$ cat src/rtl/chbs_pkg.sv
// Shared types and constants for the chained hash bucket store.
// No dependencies; imported by every module of the block.
package chbs_pkg;

   localparam int KEY_PORT_W = 16;
   localparam int BKT_PORT_W = 3;
   localparam int POS_PORT_W = 4;
   localparam int LEN_PORT_W = 5;
   localparam int CNT_PORT_W = 3;
   localparam int TOT_PORT_W = 7;
   localparam int STATUS_W   = 2;

   localparam logic REQ_INSERT = 1'b0;
   localparam logic REQ_READ   = 1'b1;

   localparam logic [STATUS_W-1:0] ST_OK    = 2'd0;
   localparam logic [STATUS_W-1:0] ST_FULL  = 2'd1;
   localparam logic [STATUS_W-1:0] ST_EMPTY = 2'd2;

   typedef struct packed {
      logic [LEN_PORT_W-1:0] longest_len;
      logic [CNT_PORT_W-1:0] longest_cnt;
      logic [LEN_PORT_W-1:0] shortest_len;
      logic [CNT_PORT_W-1:0] shortest_cnt;
   } stats_type;

endpackage

$ cat src/rtl/chbs_mod_unit.sv
// Key-modulo-bucket-count unit: reciprocal multiply, then multiply back and subtract.
// Key, quotient and remainder are registered in that order. Depends on chbs_pkg.
module chbs_mod_unit #(
   parameter int BUCKETS = 7,
   parameter int KEY_W   = 16
) (
   input  logic                       clock,
   input  logic                       reset,
   input  logic                       start,
   input  logic [KEY_W-1:0]           key,
   output logic                       done,
   output logic [$clog2(BUCKETS)-1:0] rem
);
   import chbs_pkg::*;

   localparam int BKT_W = $clog2(BUCKETS);
   localparam int SHIFT = KEY_W + BKT_W;
   localparam int RCP_W = KEY_W + 1;
   localparam int PRD_W = KEY_W + RCP_W;
   localparam longint RCP_L =
      ((longint'(1) << SHIFT) + longint'(BUCKETS - 1)) / longint'(BUCKETS);
   localparam logic [RCP_W-1:0] RCP  = RCP_W'(RCP_L);
   localparam logic [KEY_W-1:0] DIVR = KEY_W'(BUCKETS);

   logic [KEY_W-1:0] key_ff, key_in;
   logic [KEY_W-1:0] quo_ff, quo_in;
   logic [BKT_W-1:0] rem_ff, rem_in;
   logic [1:0]       cnt_ff, cnt_in;
   logic [PRD_W-1:0] prod;
   logic [KEY_W-1:0] diff;

   // quotient is exact for every key of KEY_W bits
   assign prod = PRD_W'(key_ff) * PRD_W'(RCP);
   assign diff = key_ff - quo_ff * DIVR;

   always_comb begin
      key_in = key_ff;
      quo_in = quo_ff;
      rem_in = rem_ff;
      cnt_in = cnt_ff;
      if (start) begin
         key_in = key;
         cnt_in = 2'd2;
      end else if (cnt_ff == 2'd2) begin
         quo_in = KEY_W'(prod >> SHIFT);
         cnt_in = 2'd1;
      end else if (cnt_ff == 2'd1) begin
         rem_in = BKT_W'(diff);
         cnt_in = 2'd0;
      end
   end

   always_ff @(posedge clock) begin
      if (reset) begin
         cnt_ff <= '0;
      end else begin
         cnt_ff <= cnt_in;
      end
      key_ff <= key_in;
      quo_ff <= quo_in;
      rem_ff <= rem_in;
   end

   assign done = (cnt_ff == '0);
   assign rem  = rem_ff;

endmodule

$ cat src/rtl/chbs_key_mem.sv
// Key storage: single-port synchronous RAM, one bucket's chain per row block.
// Depends on chbs_pkg.
module chbs_key_mem #(
   parameter int DEPTH = 112,
   parameter int KEY_W = 16
) (
   input  logic                     clock,
   input  logic [$clog2(DEPTH)-1:0] addr,
   input  logic                     we,
   input  logic [KEY_W-1:0]         wdata,
   output logic [KEY_W-1:0]         rdata
);
   import chbs_pkg::*;

   logic [KEY_W-1:0] mem_ff [DEPTH];
   logic [KEY_W-1:0] rd_ff;

   always_ff @(posedge clock) begin
      if (we) begin
         mem_ff[addr] <= wdata;
      end
      rd_ff <= mem_ff[addr];
   end

   assign rdata = rd_ff;

endmodule

$ cat src/rtl/chbs_len_mem.sv
// Per-bucket chain length RAM with a valid bit per entry; invalid reads as zero.
// Depends on chbs_pkg.
module chbs_len_mem #(
   parameter int BUCKETS = 7,
   parameter int LEN_W   = 5
) (
   input  logic                       clock,
   input  logic                       reset,
   input  logic [$clog2(BUCKETS)-1:0] addr,
   input  logic                       we,
   input  logic [LEN_W-1:0]           wdata,
   output logic [LEN_W-1:0]           rdata
);
   import chbs_pkg::*;

   logic [LEN_W-1:0]   mem_ff [BUCKETS];
   logic [BUCKETS-1:0] vld_ff;
   logic [LEN_W-1:0]   rd_ff;
   logic               rdv_ff;

   always_ff @(posedge clock) begin
      if (we) begin
         mem_ff[addr] <= wdata;
      end
      rd_ff <= mem_ff[addr];
   end

   always_ff @(posedge clock) begin
      if (reset) begin
         vld_ff <= '0;
         rdv_ff <= 1'b0;
      end else begin
         if (we) begin
            vld_ff[addr] <= 1'b1;
         end
         rdv_ff <= vld_ff[addr];
      end
   end

   assign rdata = rdv_ff ? rd_ff : '0;

endmodule

$ cat src/rtl/chbs_stats.sv
// Running longest/shortest chain statistics, fed one bucket length per cycle.
// Depends on chbs_pkg (stats_type).
module chbs_stats #(
   parameter int BUCKETS = 7,
   parameter int LEN_W   = 5
) (
   input  logic                 clock,
   input  logic                 reset,
   input  logic                 clr,
   input  logic                 sample,
   input  logic [LEN_W-1:0]     len,
   output chbs_pkg::stats_type  stats
);
   import chbs_pkg::*;

   localparam int CNT_W = $clog2(BUCKETS + 1);

   logic [LEN_W-1:0] hi_ff, hi_in, lo_ff, lo_in;
   logic [CNT_W-1:0] hin_ff, hin_in, lon_ff, lon_in;
   logic             first_ff, first_in;

   always_comb begin
      hi_in    = hi_ff;
      lo_in    = lo_ff;
      hin_in   = hin_ff;
      lon_in   = lon_ff;
      first_in = first_ff;
      if (clr) begin
         first_in = 1'b1;
      end else if (sample) begin
         if (first_ff) begin
            hi_in    = len;
            lo_in    = len;
            hin_in   = CNT_W'(1);
            lon_in   = CNT_W'(1);
            first_in = 1'b0;
         end else begin
            if (len > hi_ff) begin
               hi_in  = len;
               hin_in = CNT_W'(1);
            end else if (len == hi_ff) begin
               hin_in = hin_ff + CNT_W'(1);
            end
            if (len < lo_ff) begin
               lo_in  = len;
               lon_in = CNT_W'(1);
            end else if (len == lo_ff) begin
               lon_in = lon_ff + CNT_W'(1);
            end
         end
      end
   end

   always_ff @(posedge clock) begin
      if (reset) begin
         first_ff <= 1'b1;
      end else begin
         first_ff <= first_in;
      end
      hi_ff  <= hi_in;
      lo_ff  <= lo_in;
      hin_ff <= hin_in;
      lon_ff <= lon_in;
   end

   assign stats.longest_len  = LEN_PORT_W'(hi_ff);
   assign stats.longest_cnt  = CNT_PORT_W'(hin_ff);
   assign stats.shortest_len = LEN_PORT_W'(lo_ff);
   assign stats.shortest_cnt = CNT_PORT_W'(lon_ff);

endmodule

$ cat src/rtl/chained_hash_bucket_store_top.sv
// Chained hash bucket store: top level, sequencer and result register.
// Depends on chbs_pkg, chbs_mod_unit, chbs_key_mem, chbs_len_mem, chbs_stats.
//
// Separate-chaining hash table. An insert transfer appends the key to the chain of
// bucket key mod BUCKETS; a read transfer returns the key at a bucket and chain
// position. Each item gives one result carrying the chain statistics after its update.
// One item is worked at a time: a new request is not taken until the last item's result
// has been loaded into the result register.
// The length memory has one read port, so the statistics scan reads one bucket length at
// a time; the residue unit works in steps (reciprocal multiply, then correction).
// A new request is taken while the previous result still waits on the response side.
// No clearing pass is needed after reset.
module chained_hash_bucket_store_top #(
   parameter int BUCKETS     = 7,
   parameter int CHAIN_DEPTH = 16,
   parameter int KEY_BITS    = 16
) (
   input  logic                               clock,
   input  logic                               reset,
   input  logic                               req_valid,
   output logic                               req_ready,
   input  logic                               req_type,
   input  logic [chbs_pkg::KEY_PORT_W-1:0]    req_key_in,
   input  logic [chbs_pkg::BKT_PORT_W-1:0]    req_bucket_sel,
   input  logic [chbs_pkg::POS_PORT_W-1:0]    req_position_sel,
   output logic                               rsp_valid,
   input  logic                               rsp_ready,
   output logic [chbs_pkg::STATUS_W-1:0]      rsp_status,
   output logic [chbs_pkg::BKT_PORT_W-1:0]    rsp_bucket_out,
   output logic [chbs_pkg::POS_PORT_W-1:0]    rsp_position_out,
   output logic [chbs_pkg::KEY_PORT_W-1:0]    rsp_key_out,
   output logic [chbs_pkg::LEN_PORT_W-1:0]    rsp_longest_length,
   output logic [chbs_pkg::CNT_PORT_W-1:0]    rsp_longest_count,
   output logic [chbs_pkg::LEN_PORT_W-1:0]    rsp_shortest_length,
   output logic [chbs_pkg::CNT_PORT_W-1:0]    rsp_shortest_count,
   output logic [chbs_pkg::TOT_PORT_W-1:0]    rsp_total_keys
);
   import chbs_pkg::*;

   localparam int KW     = (KEY_BITS < KEY_PORT_W) ? KEY_BITS : KEY_PORT_W;
   localparam int BKT_W  = $clog2(BUCKETS);
   localparam int DEPTH  = BUCKETS * CHAIN_DEPTH;
   localparam int AW     = $clog2(DEPTH);
   localparam int LEN_W  = $clog2(CHAIN_DEPTH + 1);
   localparam int TOT_W  = $clog2(DEPTH + 1);
   localparam int SCAN_W = $clog2(BUCKETS + 1);
   localparam logic [AW-1:0] ROW = AW'(CHAIN_DEPTH);

   typedef enum logic [5:0] {
      S_IDLE  = 6'b000001,
      S_HASH  = 6'b000010,
      S_ISSUE = 6'b000100,
      S_LOOK  = 6'b001000,
      S_SCAN  = 6'b010000,
      S_DONE  = 6'b100000
   } state_type;

   state_type             state_ff, state_in;
   logic                  op_ff, op_in;
   logic [BKT_W-1:0]      bidx_ff, bidx_in;
   logic                  oor_ff, oor_in;
   logic [BKT_PORT_W-1:0] bkt_ff, bkt_in;
   logic [POS_PORT_W-1:0] pos_ff, pos_in;
   logic [KW-1:0]         hkey_ff, hkey_in;
   logic [STATUS_W-1:0]   status_ff, status_in;
   logic [KW-1:0]         keyout_ff, keyout_in;
   logic [POS_PORT_W-1:0] posout_ff, posout_in;
   logic [TOT_W-1:0]      total_ff, total_in;
   logic [SCAN_W-1:0]     scan_ff, scan_in;
   logic                  smp_ff;

   logic                  rsp_valid_ff, rsp_valid_in;
   logic [STATUS_W-1:0]   rsp_status_ff, rsp_status_in;
   logic [BKT_PORT_W-1:0] rsp_bkt_ff, rsp_bkt_in;
   logic [POS_PORT_W-1:0] rsp_pos_ff, rsp_pos_in;
   logic [KW-1:0]         rsp_key_ff, rsp_key_in;
   stats_type             rsp_stats_ff, rsp_stats_in;
   logic [TOT_W-1:0]      rsp_total_ff, rsp_total_in;

   logic                  mod_start, mod_done;
   logic [BKT_W-1:0]      mod_rem;
   logic [AW-1:0]         key_off, key_addr;
   logic                  key_we;
   logic [KW-1:0]         key_rdata;
   logic [BKT_W-1:0]      len_addr;
   logic                  len_we;
   logic [LEN_W-1:0]      len_wdata, len_rdata;
   logic                  stat_clr, scan_issue;
   stats_type             stats;

   assign key_addr  = AW'(bidx_ff) * ROW + key_off;
   assign len_wdata = len_rdata + LEN_W'(1);

   always_comb begin
      state_in      = state_ff;
      op_in         = op_ff;
      bidx_in       = bidx_ff;
      oor_in        = oor_ff;
      bkt_in        = bkt_ff;
      pos_in        = pos_ff;
      hkey_in       = hkey_ff;
      status_in     = status_ff;
      keyout_in     = keyout_ff;
      posout_in     = posout_ff;
      total_in      = total_ff;
      scan_in       = scan_ff;
      rsp_valid_in  = rsp_valid_ff & ~rsp_ready;
      rsp_status_in = rsp_status_ff;
      rsp_bkt_in    = rsp_bkt_ff;
      rsp_pos_in    = rsp_pos_ff;
      rsp_key_in    = rsp_key_ff;
      rsp_stats_in  = rsp_stats_ff;
      rsp_total_in  = rsp_total_ff;
      mod_start     = 1'b0;
      key_off       = AW'(pos_ff);
      key_we        = 1'b0;
      len_addr      = bidx_ff;
      len_we        = 1'b0;
      stat_clr      = 1'b0;
      scan_issue    = 1'b0;
      case (state_ff)
         S_IDLE: begin
            if (req_valid) begin
               op_in   = req_type;
               hkey_in = KW'(req_key_in);
               bkt_in  = req_bucket_sel;
               pos_in  = req_position_sel;
               bidx_in = BKT_W'(req_bucket_sel);
               oor_in  = (int'(req_bucket_sel) >= BUCKETS);
               if (req_type == REQ_INSERT) begin
                  mod_start = 1'b1;
                  state_in  = S_HASH;
               end else begin
                  state_in  = S_ISSUE;
               end
            end
         end
         S_HASH: begin
            if (mod_done) begin
               bidx_in  = mod_rem;
               bkt_in   = BKT_PORT_W'(mod_rem);
               oor_in   = 1'b0;
               state_in = S_ISSUE;
            end
         end
         S_ISSUE: begin
            state_in = S_LOOK;
         end
         S_LOOK: begin
            stat_clr  = 1'b1;
            scan_in   = '0;
            keyout_in = '0;
            posout_in = pos_ff;
            state_in  = S_SCAN;
            if (op_ff == REQ_INSERT) begin
               if (int'(len_rdata) >= CHAIN_DEPTH) begin
                  status_in = ST_FULL;
                  posout_in = '0;
               end else begin
                  status_in = ST_OK;
                  posout_in = POS_PORT_W'(len_rdata);
                  key_off   = AW'(len_rdata);
                  key_we    = 1'b1;
                  len_we    = 1'b1;
                  total_in  = total_ff + TOT_W'(1);
               end
            end else begin
               if (oor_ff || (int'(pos_ff) >= int'(len_rdata))) begin
                  status_in = ST_EMPTY;
               end else begin
                  status_in = ST_OK;
                  keyout_in = key_rdata;
               end
            end
         end
         S_SCAN: begin
            if (int'(scan_ff) < BUCKETS) begin
               len_addr   = BKT_W'(scan_ff);
               scan_in    = scan_ff + SCAN_W'(1);
               scan_issue = 1'b1;
            end else begin
               state_in = S_DONE;
            end
         end
         S_DONE: begin
            if (!rsp_valid_ff || rsp_ready) begin
               rsp_valid_in  = 1'b1;
               rsp_status_in = status_ff;
               rsp_bkt_in    = bkt_ff;
               rsp_pos_in    = posout_ff;
               rsp_key_in    = keyout_ff;
               rsp_stats_in  = stats;
               rsp_total_in  = total_ff;
               state_in      = S_IDLE;
            end
         end
         default: begin
            state_in = S_IDLE;
         end
      endcase
   end

   always_ff @(posedge clock) begin
      if (reset) begin
         state_ff     <= S_IDLE;
         total_ff     <= '0;
         scan_ff      <= '0;
         smp_ff       <= 1'b0;
         rsp_valid_ff <= 1'b0;
      end else begin
         state_ff     <= state_in;
         total_ff     <= total_in;
         scan_ff      <= scan_in;
         smp_ff       <= scan_issue;
         rsp_valid_ff <= rsp_valid_in;
      end
      op_ff         <= op_in;
      bidx_ff       <= bidx_in;
      oor_ff        <= oor_in;
      bkt_ff        <= bkt_in;
      pos_ff        <= pos_in;
      hkey_ff       <= hkey_in;
      status_ff     <= status_in;
      keyout_ff     <= keyout_in;
      posout_ff     <= posout_in;
      rsp_status_ff <= rsp_status_in;
      rsp_bkt_ff    <= rsp_bkt_in;
      rsp_pos_ff    <= rsp_pos_in;
      rsp_key_ff    <= rsp_key_in;
      rsp_stats_ff  <= rsp_stats_in;
      rsp_total_ff  <= rsp_total_in;
   end

   chbs_mod_unit #(
      .BUCKETS (BUCKETS),
      .KEY_W   (KW)
   ) u_mod (
      .clock (clock),
      .reset (reset),
      .start (mod_start),
      .key   (KW'(req_key_in)),
      .done  (mod_done),
      .rem   (mod_rem)
   );

   chbs_key_mem #(
      .DEPTH (DEPTH),
      .KEY_W (KW)
   ) u_key_mem (
      .clock (clock),
      .addr  (key_addr),
      .we    (key_we),
      .wdata (hkey_ff),
      .rdata (key_rdata)
   );

   chbs_len_mem #(
      .BUCKETS (BUCKETS),
      .LEN_W   (LEN_W)
   ) u_len_mem (
      .clock (clock),
      .reset (reset),
      .addr  (len_addr),
      .we    (len_we),
      .wdata (len_wdata),
      .rdata (len_rdata)
   );

   chbs_stats #(
      .BUCKETS (BUCKETS),
      .LEN_W   (LEN_W)
   ) u_stats (
      .clock  (clock),
      .reset  (reset),
      .clr    (stat_clr),
      .sample (smp_ff),
      .len    (len_rdata),
      .stats  (stats)
   );

   assign req_ready           = (state_ff == S_IDLE);
   assign rsp_valid           = rsp_valid_ff;
   assign rsp_status          = rsp_status_ff;
   assign rsp_bucket_out      = rsp_bkt_ff;
   assign rsp_position_out    = rsp_pos_ff;
   assign rsp_key_out         = KEY_PORT_W'(rsp_key_ff);
   assign rsp_longest_length  = rsp_stats_ff.longest_len;
   assign rsp_longest_count   = rsp_stats_ff.longest_cnt;
   assign rsp_shortest_length = rsp_stats_ff.shortest_len;
   assign rsp_shortest_count  = rsp_stats_ff.shortest_cnt;
   assign rsp_total_keys      = TOT_PORT_W'(rsp_total_ff);

endmodule

$ cat config.mk
export PLATFORM = sky130hd
export DESIGN_NAME = chained_hash_bucket_store_top
export DESIGN_NICKNAME = d
export VERILOG_FILES = /design/src/rtl/chbs_pkg.sv /design/src/rtl/chbs_mod_unit.sv /design/src/rtl/chbs_key_mem.sv /design/src/rtl/chbs_len_mem.sv /design/src/rtl/chbs_stats.sv /design/src/rtl/chained_hash_bucket_store_top.sv
export SDC_FILE = /design/constraint.sdc
export NUM_CORES = 2
export LEC_CHECK = 0
export BUFFER_PORTS_ARGS = -buffer_cell sky130_fd_sc_hd__buf_4
export CORE_ASPECT_RATIO = 1.75
export CORE_MARGIN = 1.5
export CORE_UTILIZATION = 25
export CTS_CLUSTER_SIZE = 30
export DETAILED_ROUTE_END_ITERATION = 8
export PLACE_DENSITY = 0.49
export SYNTH_ARGS = -nofsm -noshare
export SYNTH_HDL_FRONTEND = slang
export SYNTH_SLANG_ARGS = --single-unit
$ cat constraint.sdc
create_clock -name clock -period 11.62 [get_ports clock]
set_input_delay 3.486 -clock clock [delete_from_list [all_inputs] [get_ports clock]]
set_output_delay 3.486 -clock clock [all_outputs]
set_load 0.01 [all_outputs]
==> results.md <==
* Yosys top cell area share at 73.8%
* Number of global-route vias before repair at 45.9k
* Post-synth EDFFs at 1960
* Core ar. at 318000 um2
* Synth Flop Type: edfxtp_1
* Antenna viol nets, final at 0
* Clock Sinks at 2010
* Flop pwr share at 49.7%
* Bufs and invs on worst path at 3
* Largest cells by area after synthesis: edfxtp_1 (74%), mux2i_1 (8.2%), o22ai_1 (2.5%)
* Comb power frac at 13.8%
* Arrival time at the worst endpoint at 7.36 ns
* Lkg Pwr at 31.2 nW
* Worst clock skew at 0.0653 ns
* Vias per cell at 4.84
* #FFs+latches synth at 2010
* P per Cell Area at 180 nW/um2
* Unique masters post-synth at 84
* Post-synthesis sequential area ratio at 75.1%
* Row count at 274
* CP max stage cell: nor2_4
* Residual DRC at 0
* Status: complete, no violations
* Slew margin rel. at 3.21%
* Crit path capture type: flop
* Cells after Synth at 4820
* Most frequent cell after synthesis: edfxtp_1
* # nets final at 5246
* Asr flop ratio synth at 0%
* Sw Ratio at 26.5%
* Syn Nets at 4993
* Crit path time final at 6.64 ns
* Starting density of the core at 25.1%
* Area delta synth->final at 16.7%
* Setup WS pre-CTS at 4.92 ns
* Internal Power at 12.3 mW
* Cell area after synthesis at 79700 um2
* Layout cells sized above 1 at 14.1%
* Finish-stage setup viols at 0
* Critical Path, Cell by Cell: nand4bb_1 -> nor3_4 -> buf_4 -> nor2_4 -> buf_4 -> buf_4 -> mux2i_1 -> o22ai_1 -> nor4_1 -> nand4_1 -> or4_1
* Max Freq at 151 MHz
* Avg Inst Size Synth at 16.5 um2
* Crit-path leading delay family: simple AND/OR/NAND/NOR gates
* Vias at 45.7k
* # H-tree levels at 4
* Area of the multi-input gates at 19000 um2
* Fillers at 31.4k
* Slew Limit Fails at 0
* Initial antenna violation count at 28
* Max VDD drop at 129 uV
* RSZ-0062 raised after global routing: false
* CTS max path bufs at 4
* Clk Latency, worst-skew pair at 0.86 ns
* Final Cycle Share at 57.1%
* Setup Fix Bufs, Post-CTS at 0
* Post-synth top area cell: edfxtp_1
* Drt first pass iters at 6
* GPL Wtd Cong at 0.845
* Yosys warns at 0
* Post-Route WL at 269 mm
* Worst hold path type: flop to flop
* CTS tree: done
* CTS resizes at 0
* Most frequent cells after synthesis: edfxtp_1 (1960), mux2i_1 (650), o22ai_1 (322)
* Worst-margin pin slew at 1.44 ns
* Register area at 59900 um2
* Initial drt markers at 4024
* Clock Pin Slew Worst Setup and Hold Paths at 0.07 ns
* Clock share of power at 36.5%
* Num ports at 78
* Max incr delay on CP at 0.97 ns
* Psw at 4.44 mW
* Chip height at 750 um
* GR Overflow Total at 0
* Tot GR Track Use at 16.2%
* I/O Buffers at 77
* Largest net degree at the start of global routing at 112
* CP Data Required Time at 12.34 ns
* Final worst slack at 4.98 ns
* DP Wirelength at 171 mm
* Most used cell, CP: buf_4
* CTS buffer count at 185
* Setup TNS at 0 ns
* CP max FO at 58
* Hold bufs inserted after CTS at 0
* Max-capacitance violation count at 0
* First-pass GRT wire length at 370 mm
* CTS root buf: clkbuf_16
* Crit Path Category: flop to flop
* Die area at 322000 um2
* Crit path launch type: flop
* Die Wd at 430 um
* WL/cell at 28.5 um
* Final Hold Fails at 0
==> power by group through the flow <==
stage	logic, mW	registers, mW	clock network [mW]
floorplan	1.22	8.50	0
global placement	2.28	8.47	0
detailed placement	2.33	8.47	0
CTS	2.33	8.31	6.21
global route	2.47	8.31	6.44
finish	2.31	8.31	6.10
==> worst register-to-register path, cell delays in order, from the launching register on <==
cell and delay, ns:
edfxtp_1 0.55, nand4bb_1 0.70, nor3_4 0.03, buf_4 0.30
nor2_4 0.98, buf_4 0.82, buf_4 0.92, mux2i_1 0.32
o22ai_1 0.12, nor4_1 0.91, nand4_1 0.30, or4_1 0.58
==> cell type report <==
cell class,count,share of cell area (%)
sequential,2010,64.3
multi-input combinational,2420,20.4
tap,4140,5.56
clock buffer,228,5.22
timing repair buffer,328,2.74
clock inverter,100,1.06
inverter,128,0.516
antenna,74,0.199
==> layout by cell type, fill, tap and decap left out, drive strengths merged, types with 10 or more instances in the layout <==
cell,Yosys,routed
edfxtp,1960,1960
mux2i,650,650
buf,120,328
o22ai,322,322
clkbuf,142,228
nand2,207,207
nor2,169,169
o21ai,143,143
a21oi,136,136
inv,128,134
ha,103,103
nand3,79,79
diode,0,74
nor4,73,73
clkinv,0,68
dfxtp,50,50
fa,42,42
a211oi,34,34
a221oi,32,32
a22oi,31,31
and3,28,28
nor3,27,27
and2,25,25
xnor2,19,19
nand4,19,19
a222oi,19,19
a22o,18,18
o211ai,18,18
bufinv,0,18
a21o,17,17
a2111oi,16,16
mux2,15,15
or4,12,12
or3,11,11
xor2,10,10
o31a,10,10
o221ai,10,10
==> routing by layer <==
metal / wire (um) / track usage, % / vias to the layer above
li1: - / - / 19600
met1: 95900 / 17.4 / 23900
met2: 144000 / 30.5 / 1539
met3: 11900 / 1.74 / 521
met4: 16400 / 9.43 / 12
met5: 88 / 0 / -
==> cell families (layout without fill, tap and decap cells) <==
group	Yosys count	after routing	share of synthesized area [%]
DFF	2010	2010	75.1
AOI/OAI and AO/OA	882	882	7.26
and+or+nand+nor	698	698	4.29
muxes	665	665	8.37
buffers and inverters	390	784	2.02
adders and majority gates	145	145	2.67
xor gates and xnor gates	29	29	0.319
other	1	75	0.00470
==> per-stage QoR <==
stage / cells / total power, mW / area [um2] / hold slack, ns / util, %
floorplan: 4820 / 9.73 / 79700 / 0.400 / -
global placement: 9021 / 10.8 / 87000 / 0.409 / 27.4
detailed placement: 9026 / 10.8 / 87100 / 0.405 / 27.4
CTS: 9354 / 16.9 / 92900 / 0.420 / 29.2
global route: 9407 / 17.2 / 93000 / 0.429 / 29.3
finish: 9428 / 16.7 / 93100 / 0.418 / 29.3
==> path summary, 6_finish.rpt <==
path | cells after the start | slack, ns | end | from
worst max-delay path | 11 | 4.98 | u_key_mem.rdata[0] | op_ff
worst min-delay path | 0 | 0.42 | rsp_position_out[2] | posout_ff[2]
worst max register to register | 11 | 4.98 | u_key_mem.rdata[0] | op_ff
worst min register to register | 0 | 0.42 | rsp_position_out[2] | posout_ff[2]
==> flip-flops by register name (all words and copies together) (netlist names), 7 cells and up <==
signal,count
u_key_mem.mem_ff,1792
u_len_mem.mem_ff,35
hkey_ff,16
keyout_ff,16
rsp_key_out,16
u_key_mem.rdata,16
u_mod.key_ff,16
rsp_total_keys,7
total_ff,7
u_len_mem.vld_ff,7
No activity file was read; power rests on OpenSTA's default activity.
